<file path="config.mk">
export PLATFORM = sky130hd
export DESIGN_NAME = encoder_speed_meter
export DESIGN_NICKNAME = d
export VERILOG_FILES = /design/src/sv/esm_pkg.sv /design/src/sv/encoder_speed_meter.sv /design/src/sv/esm_div.sv
export VERILOG_INCLUDE_DIRS = /design/src /design/src/sv
export SDC_FILE = /design/constraint.sdc
export NUM_CORES = 2
export LEC_CHECK = 0
export ABC_AREA = 1
export BUFFER_PORTS_ARGS = -buffer_cell sky130_fd_sc_hd__buf_2
export CORE_ASPECT_RATIO = 1.25
export CORE_MARGIN = 5
export CORE_UTILIZATION = 30
export DETAILED_ROUTE_END_ITERATION = 10
export PLACE_DENSITY = 0.47
export SYNTH_ARGS = -nofsm -noshare
export SYNTH_HDL_FRONTEND = slang
export SYNTH_SLANG_ARGS = --single-unit
</file>
<file path="constraint.sdc">
create_clock -name clk -period 8.2 [get_ports clk]
set_input_delay 1.23 -clock clk [delete_from_list [all_inputs] [get_ports clk]]
set_output_delay 1.23 -clock clk [all_outputs]
set_load 0.01 [all_outputs]
</file>
<file path="src/sv/encoder_speed_meter_macros.svh">
// ---------------------------------------------------------------------------
// Encoder speed meter assertion macros
// Concurrent assertion wrappers on clk and arst_n, empty under synthesis.
// ---------------------------------------------------------------------------
`ifndef ENCODER_SPEED_METER_MACROS_SVH
`define ENCODER_SPEED_METER_MACROS_SVH

`ifndef SYNTHESIS
// Same-cycle implication.
`define ESM_ASSERT_IMP(lbl, ante, cons) \
	lbl: assert property (@(posedge clk) disable iff (!arst_n) (ante) |-> (cons)) \
		else $error("esm: assertion failed");
// Next-cycle implication.
`define ESM_ASSERT_NXT(lbl, ante, cons) \
	lbl: assert property (@(posedge clk) disable iff (!arst_n) (ante) |=> (cons)) \
		else $error("esm: assertion failed");
`else
`define ESM_ASSERT_IMP(lbl, ante, cons)
`define ESM_ASSERT_NXT(lbl, ante, cons)
`endif

`endif

</file>
<file path="src/sv/esm_pkg.sv">
// ---------------------------------------------------------------------------
// Encoder speed meter package
// Widths, constants, register indexes and shared types.
// ---------------------------------------------------------------------------
package esm_pkg;

	localparam int FRACTION_BITS = 4;

	localparam int PULSE_W   = 16;
	localparam int COUNT_W   = 32;
	localparam int TIME_W    = 32;
	localparam int WINDOW_W  = 16;
	localparam int CPR_W     = 12;
	localparam int SPEED_W   = 28;
	localparam int MAG_W     = 32;
	localparam int RPM_NUM_W = 16;

	localparam int NUM_W = MAG_W + RPM_NUM_W + FRACTION_BITS;
	localparam int DEN_W = TIME_W + CPR_W;
	localparam int CNT_W = $clog2(NUM_W + 1);

	localparam int CFG_IDX_W  = 2;
	localparam int CFG_DATA_W = 16;

	localparam logic [CFG_IDX_W-1:0] REG_WINDOW_MS      = 2'd0;
	localparam logic [CFG_IDX_W-1:0] REG_COUNTS_PER_REV = 2'd1;
	localparam logic [CFG_IDX_W-1:0] REG_REVERSED       = 2'd2;

	localparam logic [WINDOW_W-1:0] WINDOW_RESET = 16'd10;
	localparam logic [CPR_W-1:0]    CPR_RESET    = 12'd44;

	localparam logic [RPM_NUM_W-1:0] RPM_NUMERATOR = 16'd60000;

	localparam logic signed [COUNT_W-1:0] FOLD_LIMIT = 32'sd32767;
	localparam logic signed [COUNT_W-1:0] FOLD_SPAN  = 32'sd65536;

	localparam logic signed [SPEED_W-1:0] SPEED_MAX = {1'b0, {(SPEED_W-1){1'b1}}};
	localparam logic signed [SPEED_W-1:0] SPEED_MIN = {1'b1, {(SPEED_W-1){1'b0}}};

	typedef logic [NUM_W-1:0] num_t;
	typedef logic [DEN_W-1:0] den_t;

	typedef struct packed {
		logic busy;
		logic done;
	} div_stat_t;

	typedef enum logic [3:0] {
		ST_IDLE,
		ST_PREP,
		ST_FOLD,
		ST_ABS,
		ST_MUL,
		ST_LOAD,
		ST_DIV,
		ST_FIN,
		ST_OUT
	} state_t;

endpackage

</file>
<file path="src/sv/encoder_speed_meter.sv">
// ---------------------------------------------------------------------------
// Encoder speed meter
// A measured poll runs through prep, fold, abs, mul, load, the 52-step
// bit-serial divider, fin and out; an unmeasured poll goes from prep to out.
// One poll at a time, taken only in idle; out waits for a free output
// register, which holds a result while the next poll is taken.
// Reset clears counts, times, held speed and travel, and loads window_ms 10,
// counts_per_rev 44 and reversed 0.
// ---------------------------------------------------------------------------
`include "encoder_speed_meter_macros.svh"

module encoder_speed_meter (
	input  logic                                 clk,
	input  logic                                 arst_n,
	// poll channel
	input  logic                                 poll_valid,
	output logic                                 poll_stall,
	input  logic signed [esm_pkg::PULSE_W-1:0]   pulse_count,
	input  logic [esm_pkg::TIME_W-1:0]           now_ms,
	input  logic                                 clear_travel,
	// result channel
	output logic                                 result_valid,
	input  logic                                 result_stall,
	output logic signed [esm_pkg::SPEED_W-1:0]   speed_rpm_q4,
	output logic                                 speed_updated,
	output logic signed [esm_pkg::COUNT_W-1:0]   travel_counts,
	// configuration write port
	input  logic                                 cfg_we,
	input  logic [esm_pkg::CFG_IDX_W-1:0]        cfg_index,
	input  logic [esm_pkg::CFG_DATA_W-1:0]       cfg_data
);
	import esm_pkg::*;

	// configuration
	logic [WINDOW_W-1:0] window_q;
	logic [CPR_W-1:0]    cpr_q;
	logic                reversed_q;
	logic [WINDOW_W-1:0] win_eff;
	logic [CPR_W-1:0]    cpr_eff;

	// measurement state
	state_t                     state_q, state_d;
	logic [COUNT_W-1:0]         running_q;
	logic [COUNT_W-1:0]         prev_count_q;
	logic [TIME_W-1:0]          prev_time_q;
	logic [COUNT_W-1:0]         travel_q;
	logic signed [SPEED_W-1:0]  held_speed_q;

	// per-poll working registers
	logic [TIME_W-1:0]          now_q;
	logic [TIME_W-1:0]          elapsed_q;
	logic                       meas_q;
	logic signed [COUNT_W-1:0]  diff_q;
	logic signed [COUNT_W-1:0]  delta_q;
	logic [MAG_W-1:0]           mag_q;
	logic                       neg_q;
	num_t                       num_q;
	den_t                       den_q;

	// output register
	logic                       result_valid_q;
	logic signed [SPEED_W-1:0]  speed_out_q;
	logic                       updated_out_q;
	logic [COUNT_W-1:0]         travel_out_q;

	logic               poll_xfer;
	logic               meas;
	logic               out_load;
	logic               div_start;
	logic [COUNT_W-1:0] count_ext;
	logic               over;
	num_t               div_quo;
	div_stat_t          div_stat;

	// a zero window or zero counts per revolution behaves as one
	assign win_eff = (window_q == '0) ? WINDOW_W'(1) : window_q;
	assign cpr_eff = (cpr_q == '0) ? CPR_W'(1) : cpr_q;

	assign poll_xfer = poll_valid && !poll_stall;
	assign count_ext = {{(COUNT_W-PULSE_W){pulse_count[PULSE_W-1]}}, pulse_count};
	assign meas      = elapsed_q >= TIME_W'(win_eff);

	// quotient too large for the speed field in either direction
	assign over = |div_quo[NUM_W-1:SPEED_W-1];

	// configuration writes
	always_ff @(posedge clk or negedge arst_n) begin
		if (!arst_n) begin
			window_q   <= WINDOW_RESET;
			cpr_q      <= CPR_RESET;
			reversed_q <= 1'b0;
		end else if (cfg_we) begin
			unique case (cfg_index)
				REG_WINDOW_MS:      window_q   <= cfg_data[WINDOW_W-1:0];
				REG_COUNTS_PER_REV: cpr_q      <= cfg_data[CPR_W-1:0];
				REG_REVERSED:       reversed_q <= cfg_data[0];
				default: ;
			endcase
		end
	end

	// state register
	always_ff @(posedge clk or negedge arst_n) begin
		if (!arst_n) begin
			state_q <= ST_IDLE;
		end else begin
			state_q <= state_d;
		end
	end

	// next state and handshake control
	always_comb begin
		state_d    = state_q;
		poll_stall = 1'b1;
		div_start  = 1'b0;
		out_load   = 1'b0;
		unique case (state_q)
			ST_IDLE: begin
				poll_stall = 1'b0;
				if (poll_valid) begin
					state_d = ST_PREP;
				end
			end
			ST_PREP: state_d = meas ? ST_FOLD : ST_OUT;
			ST_FOLD: state_d = ST_ABS;
			ST_ABS:  state_d = ST_MUL;
			ST_MUL:  state_d = ST_LOAD;
			ST_LOAD: begin
				div_start = 1'b1;
				state_d   = ST_DIV;
			end
			ST_DIV: begin
				if (div_stat.done) begin
					state_d = ST_FIN;
				end
			end
			ST_FIN:  state_d = ST_OUT;
			ST_OUT: begin
				// wait for the output register to free up
				if (!result_valid_q || !result_stall) begin
					out_load = 1'b1;
					state_d  = ST_IDLE;
				end
			end
			default: state_d = ST_IDLE;
		endcase
	end

	// measurement state, cleared by reset
	always_ff @(posedge clk or negedge arst_n) begin
		if (!arst_n) begin
			running_q    <= '0;
			prev_count_q <= '0;
			prev_time_q  <= '0;
			travel_q     <= '0;
			held_speed_q <= '0;
		end else begin
			if (poll_xfer) begin
				// advance running count and travel, both wrap; clear_travel restarts travel
				running_q <= running_q + count_ext;
				travel_q  <= (clear_travel ? '0 : travel_q) + count_ext;
			end
			if (state_q == ST_PREP && meas) begin
				prev_count_q <= running_q;
				prev_time_q  <= now_q;
			end
			if (state_q == ST_FIN) begin
				// saturate and restore the sign
				if (neg_q) begin
					held_speed_q <= over ? SPEED_MIN
						: -$signed({1'b0, div_quo[SPEED_W-2:0]});
				end else begin
					held_speed_q <= over ? SPEED_MAX
						: $signed({1'b0, div_quo[SPEED_W-2:0]});
				end
			end
		end
	end

	// per-poll datapath, one narrow operation per step
	always_ff @(posedge clk) begin
		if (poll_xfer) begin
			now_q     <= now_ms;
			elapsed_q <= now_ms - prev_time_q;
		end
		if (state_q == ST_PREP) begin
			meas_q <= meas;
			diff_q <= $signed(running_q - prev_count_q);
		end
		if (state_q == ST_FOLD) begin
			// fold a wrapped 16-bit counter difference once
			if (diff_q > FOLD_LIMIT) begin
				delta_q <= diff_q - FOLD_SPAN;
			end else if (diff_q < -FOLD_LIMIT) begin
				delta_q <= diff_q + FOLD_SPAN;
			end else begin
				delta_q <= diff_q;
			end
			den_q <= DEN_W'(elapsed_q) * DEN_W'(cpr_eff);
		end
		if (state_q == ST_ABS) begin
			neg_q <= delta_q[COUNT_W-1];
			mag_q <= delta_q[COUNT_W-1] ? MAG_W'(-delta_q) : MAG_W'(delta_q);
		end
		if (state_q == ST_MUL) begin
			num_q <= (NUM_W'(mag_q) * NUM_W'(RPM_NUMERATOR)) << FRACTION_BITS;
		end
	end

	esm_div u_div (
		.clk    (clk),
		.arst_n (arst_n),
		.start  (div_start),
		.num    (num_q),
		.den    (den_q),
		.quo    (div_quo),
		.stat   (div_stat)
	);

	// output register: hold until the result is transferred
	always_ff @(posedge clk or negedge arst_n) begin
		if (!arst_n) begin
			result_valid_q <= 1'b0;
		end else if (out_load) begin
			result_valid_q <= 1'b1;
		end else if (!result_stall) begin
			result_valid_q <= 1'b0;
		end
	end

	always_ff @(posedge clk) begin
		if (out_load) begin
			speed_out_q   <= held_speed_q;
			updated_out_q <= meas_q;
			travel_out_q  <= reversed_q ? (COUNT_W'(0) - travel_q) : travel_q;
		end
	end

	assign result_valid  = result_valid_q;
	assign speed_rpm_q4  = speed_out_q;
	assign speed_updated = updated_out_q;
	assign travel_counts = $signed(travel_out_q);

	`ESM_ASSERT_NXT(a_prev_time_held, !(state_q == ST_PREP && meas), $stable(prev_time_q))
	`ESM_ASSERT_IMP(a_div_quiet_idle, state_q == ST_IDLE, !div_stat.busy)

endmodule

</file>
<file path="src/sv/esm_div.sv">
// ---------------------------------------------------------------------------
// Encoder speed meter bit-serial divider
// Restoring division, one quotient bit per cycle through a shift register.
// ---------------------------------------------------------------------------
`include "encoder_speed_meter_macros.svh"

module esm_div (
	input  logic              clk,
	input  logic              arst_n,
	input  logic              start,
	input  esm_pkg::num_t     num,
	input  esm_pkg::den_t     den,
	output esm_pkg::num_t     quo,
	output esm_pkg::div_stat_t stat
);
	import esm_pkg::*;

	num_t             quo_q;
	den_t             rem_q;
	den_t             den_q;
	logic [CNT_W-1:0] cnt_q;
	logic             busy_q;
	logic             done_q;

	logic [DEN_W:0]   rem_sh;
	logic [DEN_W+1:0] diff;
	logic             ge;

	// shift in the next numerator bit, trial subtract
	assign rem_sh = {rem_q, quo_q[NUM_W-1]};
	assign diff   = {1'b0, rem_sh} - {2'b00, den_q};
	assign ge     = ~diff[DEN_W+1];

	always_ff @(posedge clk or negedge arst_n) begin
		if (!arst_n) begin
			busy_q <= 1'b0;
			done_q <= 1'b0;
			cnt_q  <= '0;
		end else begin
			done_q <= 1'b0;
			if (start) begin
				busy_q <= 1'b1;
				cnt_q  <= CNT_W'(NUM_W);
			end else if (busy_q) begin
				cnt_q <= cnt_q - CNT_W'(1);
				if (cnt_q == CNT_W'(1)) begin
					busy_q <= 1'b0;
					done_q <= 1'b1;
				end
			end
		end
	end

	always_ff @(posedge clk) begin
		if (start) begin
			quo_q <= num;
			den_q <= den;
			rem_q <= '0;
		end else if (busy_q) begin
			quo_q <= {quo_q[NUM_W-2:0], ge};
			rem_q <= ge ? diff[DEN_W-1:0] : rem_sh[DEN_W-1:0];
		end
	end

	assign quo       = quo_q;
	assign stat.busy = busy_q;
	assign stat.done = done_q;

	`ESM_ASSERT_NXT(a_start_busy, start, busy_q)
	`ESM_ASSERT_IMP(a_rem_below_den, busy_q, rem_q < den_q)

endmodule
</file>
-- Word-level counts from Yosys, hierarchy flattened
Cells that the tools add are included.
- output and inout bits: 63
- word-level logic and storage cells: 109
- register bits after elaboration: 648
- input bits: 72
- eq/ne operators: 15
- add/subtract/negate cells: 11
- reductions and logical operators: 15
- $lt $le $gt $ge: 3
- bitwise logic cells: 1
- multiply operators: 2
- mux-type cells: 32
- operators by type and width (cell ; number):
    32-bit two-way mux ; 4
    52-bit two-way mux ; 2
    32-bit adder ; 2
    32-bit subtractor ; 2
    28-bit two-way mux ; 2
    45-bit by 44-bit subtractor with 46-bit output ; 1
    32-bit by 12-bit multiplier with 44-bit output ; 1
    44-bit two-way mux ; 1
    32-bit by 11-bit multiplier with 43-bit output, second input constant ; 1
    4-bit one-hot mux with 9 select lines ; 1
    32-bit by 18-bit adder with 32-bit output, second input constant ; 1
    32-bit by 16-bit >= comparator with 1-bit output ; 1
    32-bit by 16-bit > comparator with 1-bit output, second input constant ; 1
    32-bit by 16-bit less-than comparator with 1-bit output, second input constant ; 1
    32-bit negator ; 1
    1-bit by 32-bit subtractor with 32-bit output, first input constant ; 1
    32-bit by 18-bit subtractor with 32-bit output, second input constant ; 1
    31-bit two-way mux ; 1
    27-bit negator with 28-bit output ; 1
    27-bit two-way mux ; 1
    25-bit OR reduction ; 1
    4-bit by 3-bit == test with 1-bit output, second input constant ; 4
    16-bit zero test ; 1
    16-bit two-way mux ; 1
    23 further kinds ; 45

-- Longest topological paths before layout
- depth in word-level cells: 5
- depth in mapped cells: 30
- mapped depth without buffers: 27

-- Modules after synthesis
Synthesis repeated with hierarchy kept, for this count alone.
- cells, all modules: 7830
- area total of the unflattened synthesis: 59004.1 um^2
- modules (own cells, without submodules) (module ; cells each ; area an instance (um^2) ; times used):
    encoder_speed_meter ; 6411 ; 49243.5 ; 1
    esm_div ; 1419 ; 9760.6 ; 1

-- Least setup slack after synthesis
No wires, ideal clock.
- path kind: reg-to-reg
- from: register cpr_q[3]
- to: register den_q[33], data pin
- clock period less this slack: 5327 ps
- cell stages (with the launch flop): 24
- arrival time: 5069 ps
- setup slack: 2873 ps
- data required time: 7942 ps
- library setup time: 258 ps
- cells stage by stage: dfstp_2 clkbuf_1 clkbuf_1 nand2_1 fa_1 fa_1 inv_1 fa_1 fa_1 inv_1 fa_1 inv_1 ha_1 nand2_1 nor2_1 inv_1 nor2_1 nor2_1 o211ai_1 nand2_1 inv_1 nor2_1 nand2_1 nand2_1
- word-level cells in the longest chain between the ends: 3
- RTL lines (element ; line ; text):
    start, declared ; encoder_speed_meter.sv:36 ; logic [CPR_W-1:0] cpr_q;
    start signal, assigned ; encoder_speed_meter.sv:95 ; REG_COUNTS_PER_REV: cpr_q <= cfg_data[CPR_W-1:0];
    12-bit zero test ; encoder_speed_meter.sv:77 ; assign cpr_eff = (cpr_q == '0) ? CPR_W'(1) : cpr_q;
    12-bit two-way mux * ; encoder_speed_meter.sv:77 ;
    32-bit by 12-bit multiplier with 44-bit output * ; encoder_speed_meter.sv:199 ; den_q <= DEN_W'(elapsed_q) * DEN_W'(cpr_eff);
    end signal, assigned ; encoder_speed_meter.sv:199 ;
    end, declared ; encoder_speed_meter.sv:58 ; den_t den_q;
Mark *: on every way between the ends. The rest lies on a longest branch, timed or not.
A chain may end at the register's enable or synchronous reset.

-- Worst setup path after layout
- from: register cpr_q[6]
- to: register den_q[39], data pin
Same word-level chain as after synthesis.

==> results.py <==
metrics = {
    "yosys": {
        "yosysWarningCount": 0,
        "synth_fa_ha_area_frac": 0.2403,
        "synth_nets": 8047,
        "synthXorXnorAreaFrac": 0.03946,
        "synth_area_per_cell_um2": 7.981,
        "async_flop_share": 0.3056,
        "synth_top_family_by_area": "adder cells",
        "synthSimpleGateAreaFrac": 0.2161,
        "yosys_most_used_dff": "edfxtp_1",
        "seq_area_frac_synth": 0.3161,
        "synth_seq_cells": 648,
        "synthMuxAreaShare": 0,
        "ys_types": 52,
        "synthCells": 7147,
        "synth_area_um2": 57040,
        "synth_edf_count": 406,
        "synth-compound-area-share": 0.08473,
    },
    "clock_network": {
        "cts_root_buf": "clkbuf_16",
        "clk_latency_ns": 0.68,
        "numCtsBuffers": 80,
        "h-tree-depth": 3,
        "post_cts_buffers": 0,
        "cts_tree": "built",
        "path_clk_slew_ns": 0.06,
        "ctsHoldBuffers": 0,
        "cts_sinks": 648,
        "cts_resized": 0,
        "clock_path_buffers": 3,
    },
    "sta": {
        "hold_viol_final": 0,
        "setup_tns_ns": 0,
        "slew_headroom": 0.2210,
        "rsz0062_at_grt": "false",
        "setup_viol": 0,
        "tightest_slew_ns": 1.165,
        "final.period_utilization": 0.8363,
        "drv_slew": 0,
        "skew_ns": 0.03071,
        "fin_crit_ns": 6.858,
        "fmax_mhz": 145.8,
    },
    "placement": {
        "dp.final_hpwl_um": 133500,
        "gp_congestion": 0.8975,
        "io_buffer_count": 134,
    },
    "global_route": {
        "grt_overflow": 0,
        "antenna_found_initial": 5,
        "grt_pass1_wl_um": 264600,
        "grt_use_total": 0.1665,
        "grt_max_degree": 90,
        "first_global_vias": 47221,
    },
    "worst_setup_path": {
        "r2r_cells": 20,
        "cp_slowest_cell": "nor4_1",
        "crit_chain": "buf_4 -> nor4_1 -> nand3_1 -> nand2_1 -> nand2_1 -> fa_1 -> inv_1 -> fa_1 -> fa_1 -> inv_1 -> fa_1 -> inv_1 -> ha_1 -> nand2_1 -> nor2_1 -> inv_1 -> nor4_1 -> nand3_1 -> nand3_1 -> xor2_1",
        "critPathMaxStageDelay_ns": 0.87,
        "path_class": "reg -> reg",
        "required_ns": 8.60,
        "end_kind": "flop",
        "arrival_ns": 7.26,
        "cp-start-kind": "flop",
        "cp_max_fo": 34,
    },
    "final_layout": {
        "final_common_cell": "nand2_1",
        "layout.nets": 8113,
        "layout_common_cells": "nand2_1 (1742), inv_1 (1346), nor2_1 (605)",
        "multiInputGateArea_um2": 33180,
        "layout-drive-gt1-share": 0.04932,
        "fill_cells": 20232,
        "synthToLayoutAreaGrowth_pct": 10.76,
        "seqCellArea_um2": 18030,
    },
    "detailed_routing": {
        "drt-total-wl_um": 166600,
        "dr.pass1.iters": 6,
        "vias": 45724,
        "wl_per_cell_um": 16.97,
        "drt_iter0_drc": 2423,
        "viasPerCell": 4.658,
        "antenna_left": 0,
        "drc": 0,
    },
    "die": {
        "io_pins": 135,
        "die_area_um2": 199000,
        "die_x_um": 400.0,
        "start_util": 0.3007,
        "core_um2": 189700,
        "fp.dieH_um": 497.5,
        "rows": 179,
    },
    "run_status": {
        "outcome": "completed",
    },
    "min_path": {
        "hp-class": "reg -> reg",
        "hold_depth": 0,
    },
    "run": {
        "cap_viol_max_count": 0,
    },
}
-- area by class of cell --
class | count | share of cell area
diodes | 3 | 0.0001188
repair buffers | 164 | 0.01434
well taps | 2534 | 0.05018
flip-flops and latches | 648 | 0.2854
clock inverters | 42 | 0.008496
clock buffers | 106 | 0.03551
multi-input cells | 4961 | 0.5252
inverters | 1358 | 0.08076
-- metrics by stage --
step,util,worst slack (ns),instance area [um^2],hold slack (ns),std cells
detailed placement,0.3184,1.392,60390,0.4045,9665
global route,0.3330,1.113,63170,0.4230,9814
CTS,0.3330,1.378,63170,0.4176,9813
global placement,0.3184,1.336,60390,0.4005,9665
finish,0.3331,1.342,63180,0.4165,9816
floorplan,-,2.873,57040,0.4003,7147
-- cell usage after synthesis, drive strengths merged (4+ instances only) --
cell type | instances | area (um^2)
and3 | 5 | 31.28
nand4 | 109 | 688.2
o21a | 14 | 105.1
buf | 53 | 316.6
a21oi | 349 | 1754
o21bai | 33 | 247.7
o2111ai | 4 | 35.03
a31oi | 53 | 331.6
dfrtp | 193 | 4830
or2 | 20 | 125.1
o221ai | 5 | 43.79
nor3 | 84 | 450.4
o31ai | 4 | 30.03
xnor2 | 85 | 744.5
nor2 | 619 | 2359
nand3 | 331 | 1667
nand2 | 1748 | 6574
dfxtp | 44 | 880.8
xor2 | 172 | 1506
o21ai | 389 | 1951
inv | 1357 | 5094
dfstp | 5 | 131.4
fa | 446 | 8929
edfxtp | 406 | 12190
a21o | 25 | 187.7
clkbuf | 127 | 476.7
nand3b | 19 | 142.6
ha | 382 | 4780
a21boi | 8 | 60.06
nor4 | 42 | 269.0
o22ai | 6 | 37.54
-- critical path: cells and delay by family, from the launching register on --
family                   cells  cell delay [ns]
AND/OR/NAND/NOR              9             3.15
buffers and inverters        5             0.54
flip-flops                   1             0.35
adder cells (fa/ha/maj)      5             2.43
XOR/XNOR                     1             0.08
-- metal layers --
| layer | part of all wire | track usage |
|---|---|---|
| met1 | 0.44 | 0.2120 |
| met2 | 0.50 | 0.2976 |
| met5 | 0.000066 | 0 |
| met4 | 0.027 | 0.04781 |
| met3 | 0.037 | 0.01747 |
-- final timing paths --
path,start,end,slack [ns]
worst min register to register,den_q[2],u_div.den_q[2],0.42
worst min-delay path,den_q[2],u_div.den_q[2],0.42
min in group asynchronous,arst_n,prev_count_q[17],0.54
worst max-delay path,cpr_q[6],den_q[39],1.34
max in group asynchronous,arst_n,prev_time_q[3],6.20
worst max register to register,cpr_q[6],den_q[39],1.34
-- registers in the layout (all words and copies together) (netlist names), 16 cells and up --
signal         flops
mag_q             32
now_q             32
den_q             44
running_q         32
u_div.rem_q       44
u_div.quo         52
num_q             43
u_div.den_q       44
prev_count_q      32
window_q          16
speed_rpm_q4      28
diff_q            32
travel_q          32
held_speed_q      28
elapsed_q         32
prev_time_q       32
delta_q           32
travel_counts     32
-- cell families (layout without fill, tap and decap cells) --
family	count (synthesis)	after routing
other	0	3
flip-flops	648	648
buffers and inverters	1538	1670
AO/OA/AOI/OAI	896	896
XOR/XNOR	257	257
AND/OR/NAND/NOR	2980	2980
adder cells (fa/ha/maj)	828	828
Power is left out: the tool's default activity adds up to more than one toggle a clock period on the data nets, which glitch-free logic cannot reach.
